**config.mk**
```make
export PLATFORM = sky130hd
export DESIGN_NAME = hkv_ctrl
export DESIGN_NICKNAME = d
export VERILOG_FILES = /design/src/design/hkv_pkg.sv /design/src/design/hkv_ctrl.sv
export SDC_FILE = /design/constraint.sdc
export NUM_CORES = 1
export LEC_CHECK = 0
export ABC_AREA = 1
export BUFFER_PORTS_ARGS = -buffer_cell sky130_fd_sc_hd__clkbuf_2
export CAP_MARGIN = 20
export CORE_AREA = 2 2 39 41
export DETAILED_ROUTE_END_ITERATION = 8
export DIE_AREA = 0 0 41 43
export HOLD_SLACK_MARGIN = 0.08
export SETUP_SLACK_MARGIN = 0.5
export SLEW_MARGIN = 10
export SYNTH_ARGS = -nofsm -noshare
export SYNTH_HDL_FRONTEND = slang
export SYNTH_SLANG_ARGS = --single-unit
export TNS_END_PERCENT = 10
```
**constraint.sdc**
```tcl
create_clock -name i_clk -period 1.35 [get_ports i_clk]
set_input_delay 0 -clock i_clk [delete_from_list [all_inputs] [get_ports i_clk]]
set_output_delay 0 -clock i_clk [all_outputs]
set_load 0.02 [all_outputs]
```
**src/design/hkv_pkg.sv**
```systemverilog
// Package: payload types, operation and status codes, and control structs for the key-value table.
`timescale 1ns / 1ps

package hkv_pkg;

    // Operation codes carried in the mode field.
    localparam logic [1:0] MODE_LOOKUP = 2'd0;
    localparam logic [1:0] MODE_INSERT = 2'd1;
    localparam logic [1:0] MODE_REMOVE = 2'd2;
    localparam logic [1:0] MODE_CLEAR  = 2'd3;

    // Result status codes.
    localparam logic [1:0] STATUS_DONE   = 2'd0;
    localparam logic [1:0] STATUS_ABSENT = 2'd1;
    localparam logic [1:0] STATUS_FULL   = 2'd2;

    // One request item.
    typedef struct packed {
        logic [1:0]  mode;
        logic [31:0] key;
        logic [31:0] value_in;
    } t_hkv_in;

    // One result item.
    typedef struct packed {
        logic        found;
        logic [31:0] value_out;
        logic [1:0]  status;
    } t_hkv_out;

    // Commands from the controller to the datapath.
    typedef struct packed {
        logic load;         // capture the request and read its bucket row
        logic commit;       // write the bucket back and load the result
        logic sweep_start;  // restart the clearing sweep at row zero
        logic sweep;        // clear the valid bits of one row and advance
        logic emit_clear;   // load the result of a clear operation
    } t_hkv_cmd;

    // Status from the datapath to the controller.
    typedef struct packed {
        logic clear_op;     // the captured request is a clear
        logic sweep_last;   // the sweep is at the last row
        logic out_free;     // the result register can take a new result
    } t_hkv_sts;

endpackage

```
**src/design/hkv_ctrl.sv**
```systemverilog
// Controller state machine: sequences request capture, write-back and clearing sweeps.
`timescale 1ns / 1ps

module hkv_ctrl (
    input  logic              i_clk,
    input  logic              i_rst_n,
    input  logic              i_in_valid,
    output logic              o_in_stall,
    input  hkv_pkg::t_hkv_sts i_sts,
    output hkv_pkg::t_hkv_cmd o_cmd
);
    import hkv_pkg::*;

    localparam logic [1:0] S_SWEEP  = 2'd0;
    localparam logic [1:0] S_IDLE   = 2'd1;
    localparam logic [1:0] S_EXEC   = 2'd2;
    localparam logic [1:0] S_CLRRES = 2'd3;

    logic [1:0] r_state;
    logic [1:0] n_state;
    logic       r_emit;
    logic       n_emit;

    // Requests are taken only while idle.
    assign o_in_stall = (r_state != S_IDLE);

    // Next-state and command decode.
    always_comb begin
        n_state = r_state;
        n_emit  = r_emit;
        o_cmd   = '0;
        unique case (r_state)
            S_IDLE: begin
                if (i_in_valid) begin
                    o_cmd.load = 1'b1;
                    n_state    = S_EXEC;
                end
            end
            S_EXEC: begin
                if (i_sts.clear_op) begin
                    o_cmd.sweep_start = 1'b1;
                    n_emit            = 1'b1;
                    n_state           = S_SWEEP;
                end else if (i_sts.out_free) begin
                    o_cmd.commit = 1'b1;
                    n_state      = S_IDLE;
                end
            end
            S_SWEEP: begin
                o_cmd.sweep = 1'b1;
                if (i_sts.sweep_last) begin
                    n_state = r_emit ? S_CLRRES : S_IDLE;
                end
            end
            S_CLRRES: begin
                if (i_sts.out_free) begin
                    o_cmd.emit_clear = 1'b1;
                    n_emit           = 1'b0;
                    n_state          = S_IDLE;
                end
            end
            default: begin
                n_state = S_IDLE;
            end
        endcase
    end

    // State registers; reset starts with a sweep that empties the table.
    always_ff @(posedge i_clk) begin
        if (!i_rst_n) begin
            r_state <= S_SWEEP;
            r_emit  <= 1'b0;
        end else begin
            r_state <= n_state;
            r_emit  <= n_emit;
        end
    end

endmodule

```
-- After elaboration in Yosys (flattened, before gate mapping)
Cells that the tools add are included.
- equality and inequality tests: 8
- mux-type cells: 17
- reduce and logical (&&, ||, !) cells: 4
- operators with widths (cell ; number):
    $mux 2 ; 6
    $mux 1 ; 9
    $ne 2x2->1 const B ; 4
    $pmux 2 s4 ; 1
    $eq 2x2->1 const B ; 2
    $reduce_and 3->1 ; 1
    $eq 2x1->1 const B ; 1
    $logic_not 2->1 ; 1
    $ne 2x1->1 const B ; 1
    $pmux 1 s2 ; 1
    $reduce_and 2->1 ; 1
    $reduce_bool 2->1 ; 1
- register bits after elaboration: 3
- output and inout port bits: 6

-- Logic depth before layout (Yosys ltp)
- depth in word-level cells: 3
- gate-level depth with buffers: 8

-- Worst setup path before layout
No wires, ideal clock.
- path kind: reg-to-reg
- start point: register r_state[0]
- end point: register r_state[1]
- library setup time: 0.114 ns
- data arrival time: 1.087 ns
- required time: 1.236 ns
- slack: 0.150 ns
- cell stages (with the launch flop): 9
- path buffers: 0
- clock period less this slack: 1.200 ns
- cell sequence: dfxtp_1 -> inv_1 -> ha_1 -> nand2_1 -> nand2_1 -> inv_1 -> nand2_1 -> nand2_1 -> a21oi_2
- word-level cells in the longest chain between the ends: 3
- ends and longest elaborated chain (element ; line ; source):
    start, declared ; hkv_ctrl.sv:19 ; logic [1:0] r_state;
    start signal, assigned ; hkv_ctrl.sv:74 ; r_state <= n_state;
    $eq 2x1->1 or $logic_not 2->1 (tied branches) ; hkv_ctrl.sv:32 ; unique case (r_state)
    $ne 2x2->1 (no source line) ; - ;
    $reduce_and 2->1 (no source line) ; - ;
Several ways; a longest one is shown, not always the timed one.
A chain may end at the register's enable or synchronous reset.

==> out/results.ini <==
[worst_setup_path]
path_max_fanout = 5
crit_path_max_incr_delay_ns = 0.37
worst_ep_arrival_time_ns = 1.10
cp-end-kind = primary output
path_delay_family = flip-flops
crit_type = register to primary output
crit_slowest_cell = dfxtp_4
worst_setup_path_start_kind = register
worst-path-stages = 5
crit_required_ns = 1.35
reg2reg_depth = 8
worst-path-buf-inv = 2
cp_cell_sequence = inv_4, ha_4, nand2_4, nor2_4, buf_6

[cells_and_area]
multi_input_area_sq_um = 211.5
num_antenna_cells = 0
nFillCells = 154
layout.area.seq_sq_um = 67.56
drive_gt1_share_pct = 48.33
finish.instance_area_sq_um = 459.2
utilization_pct = 33.18
nets = 71
syn_to_final_growth_pct = 74.76
fin_cells = 76

[clock_network]
cts_setup_buffers = 0
cts_tree = done
numCtsBuffers = 3
clock_latency_ns = 0.24
cts.sinks = 3
clk_path_buf_depth = 2
htreeDepth = 1
clkSlewWorstSetupHoldPaths_ns = 0.04
cts_root_buf = clkbuf_4

[power_and_ir_drop]
powerDensity_nw_per_um2 = 1703
power_leakage_nw = 0.2506
max-vdd-ir-drop_mv = 0.5427
p_total_mw = 0.7821

[route]
dr_total_vias = 304
dr.pass1.iters = 1
detail-route-antenna-nets = 0
via_per_inst = 4.000
drt_iter0_drc = 0
wl_per_cell_um = 8.105
routed_wl_um = 616
drc = 0

[synth]
synth_warnings = 0
ys_seq_elements = 3
synth_cell_types = 9
syn-num-nets = 54
syn-cell-area_sq_um = 262.8
avgSynthCellArea_sq_um = 5.972
yosys.area.top_type_share_pct = 22.86
synthesis.instances = 44
yosysSeqAreaShare_pct = 22.86
synth_area_leaders = dfxtp_1 (23%), nand2_1 (23%), ha_1 (19%)
yosysTopAreaCell = dfxtp_1

[status]
outcome = finished clean

[floorplan]
rows = 14
initial_core_util_pct = 18.99
core-area_sq_um = 1384
fp.dieW_um = 41
die_y_um = 43
die_area_sq_um = 1763
io_pins = 12

[global_route]
grt_pass1_vias = 262
track_usage_pct = 8.936
antenna_found_initial = 0
grt_pass1_wl_um = 1090
overflow = 0
grt_max_degree = 6

[worst_hold_path]
hold_depth = 4
min_path_type = primary input to register

[placed_design]
dpl_cell_area_sq_um = 360.3
gp_congestion = 0.7496
place_hpwl_um = 479.1
place.port_buffers = 11
dp_cells = 71

[flow_run]
drv_cap = 0

[timing]
rsz0062_at_grt = yes
slew_headroom_pct = 89.04
fmax_mhz = 908.0
fin_worst_skew_ns = 0.007698
post-route-min-period_ns = 1.101
finalHoldViolations = 0
drv_slew = 0
tightest_slew_ns = 0.1634
fin_setup_tns_ns = 0
fin_crit_sh_pct = 81.58
setup_viol = 0

-- flip-flops by register name (all words and copies together) (netlist names) --
name     count
r_emit       1
r_state      2
-- cell usage in the layout, fill, tap and decap left out, drive strengths merged --
master and n:
dlygate4sd3 1, a21oi 4, nor2 2, clkbuf 12, a211oi 1, ha 4
buf 3, o21ai 1, inv 13, dfxtp 3, nand2 16
-- worst min-delay path, stage by stage --
cell      delay [ns]
clkbuf_2        0.11
nand2_1         0.05
inv_1           0.06
a211oi_1        0.06
-- synth_stat cells --
| cell | instances |
|---|---|
| nand2_1 | 16 |
| inv_1 | 13 |
| ha_1 | 4 |
| a21oi_1 | 3 |
| dfxtp_1 | 3 |
| nor2_1 | 2 |
| a211oi_1 | 1 |
| a21oi_2 | 1 |
| o21ai_1 | 1 |
-- final cells by class --
class	count	area share, %
clock buffers	4	5.722
well taps	16	4.360
inverters	13	11.72
flip-flops and latches	3	14.71
repair buffers	12	17.44
multi-input cells	28	46.05
-- stage by stage --
step	setup WS [ns]	hold slack (ns)
after CTS	0.2088	0.08873
after global placement	0.2591	0.2710
after detailed placement	0.2516	0.2699
after global routing	0.2080	0.1200
final	0.2487	0.09394
after floorplan	0.3223	0.1118
-- repair_timing --
action / CTS / global route
setup endpoints to repair: 9 / 9
gates resized for setup: 5 / 15
hold endpoints to repair: 3 / 0
hold buffers: 1 / 0
pin swaps: 3 / 2
-- where the power goes --
group / leakage (nW) / switching, mW / internal (mW) / total, mW
clock network: 0.0150 / 0.0509 / 0.111 / 0.162
logic: 0.210 / 0.252 / 0.187 / 0.439
registers: 0.0259 / 0.0532 / 0.128 / 0.181
total: 0.251 / 0.356 / 0.426 / 0.782
-- path summary, 6_finish.rpt --
kind / startpoint / end / slack (ns)
min: i_sts[0] / r_emit / 0.09
max: r_state[0] / o_cmd[3] / 0.25
min reg2reg: r_emit / r_emit / 0.53
max reg2reg: r_state[0] / r_state[1] / 0.28
-- cell families after synthesis --
kind of cell	Yosys count	synth area share, %
flops	3	22.86
simple gates	18	25.72
buf+inv	13	18.57
fa+ha+maj	4	19.05
compound gates	6	13.81
-- per-layer routing --
layer	part of all wire [%]	vias to the layer above	routed length [um]	track usage, %
met2	41	11	254	10.31
met5	0	-	0	0
met4	2.9	0	18	6.000
li1	-	162	-	-
met1	48	128	294	13.83
met3	7.8	3	48	2.094
No activity file was read; power rests on OpenSTA's default activity.
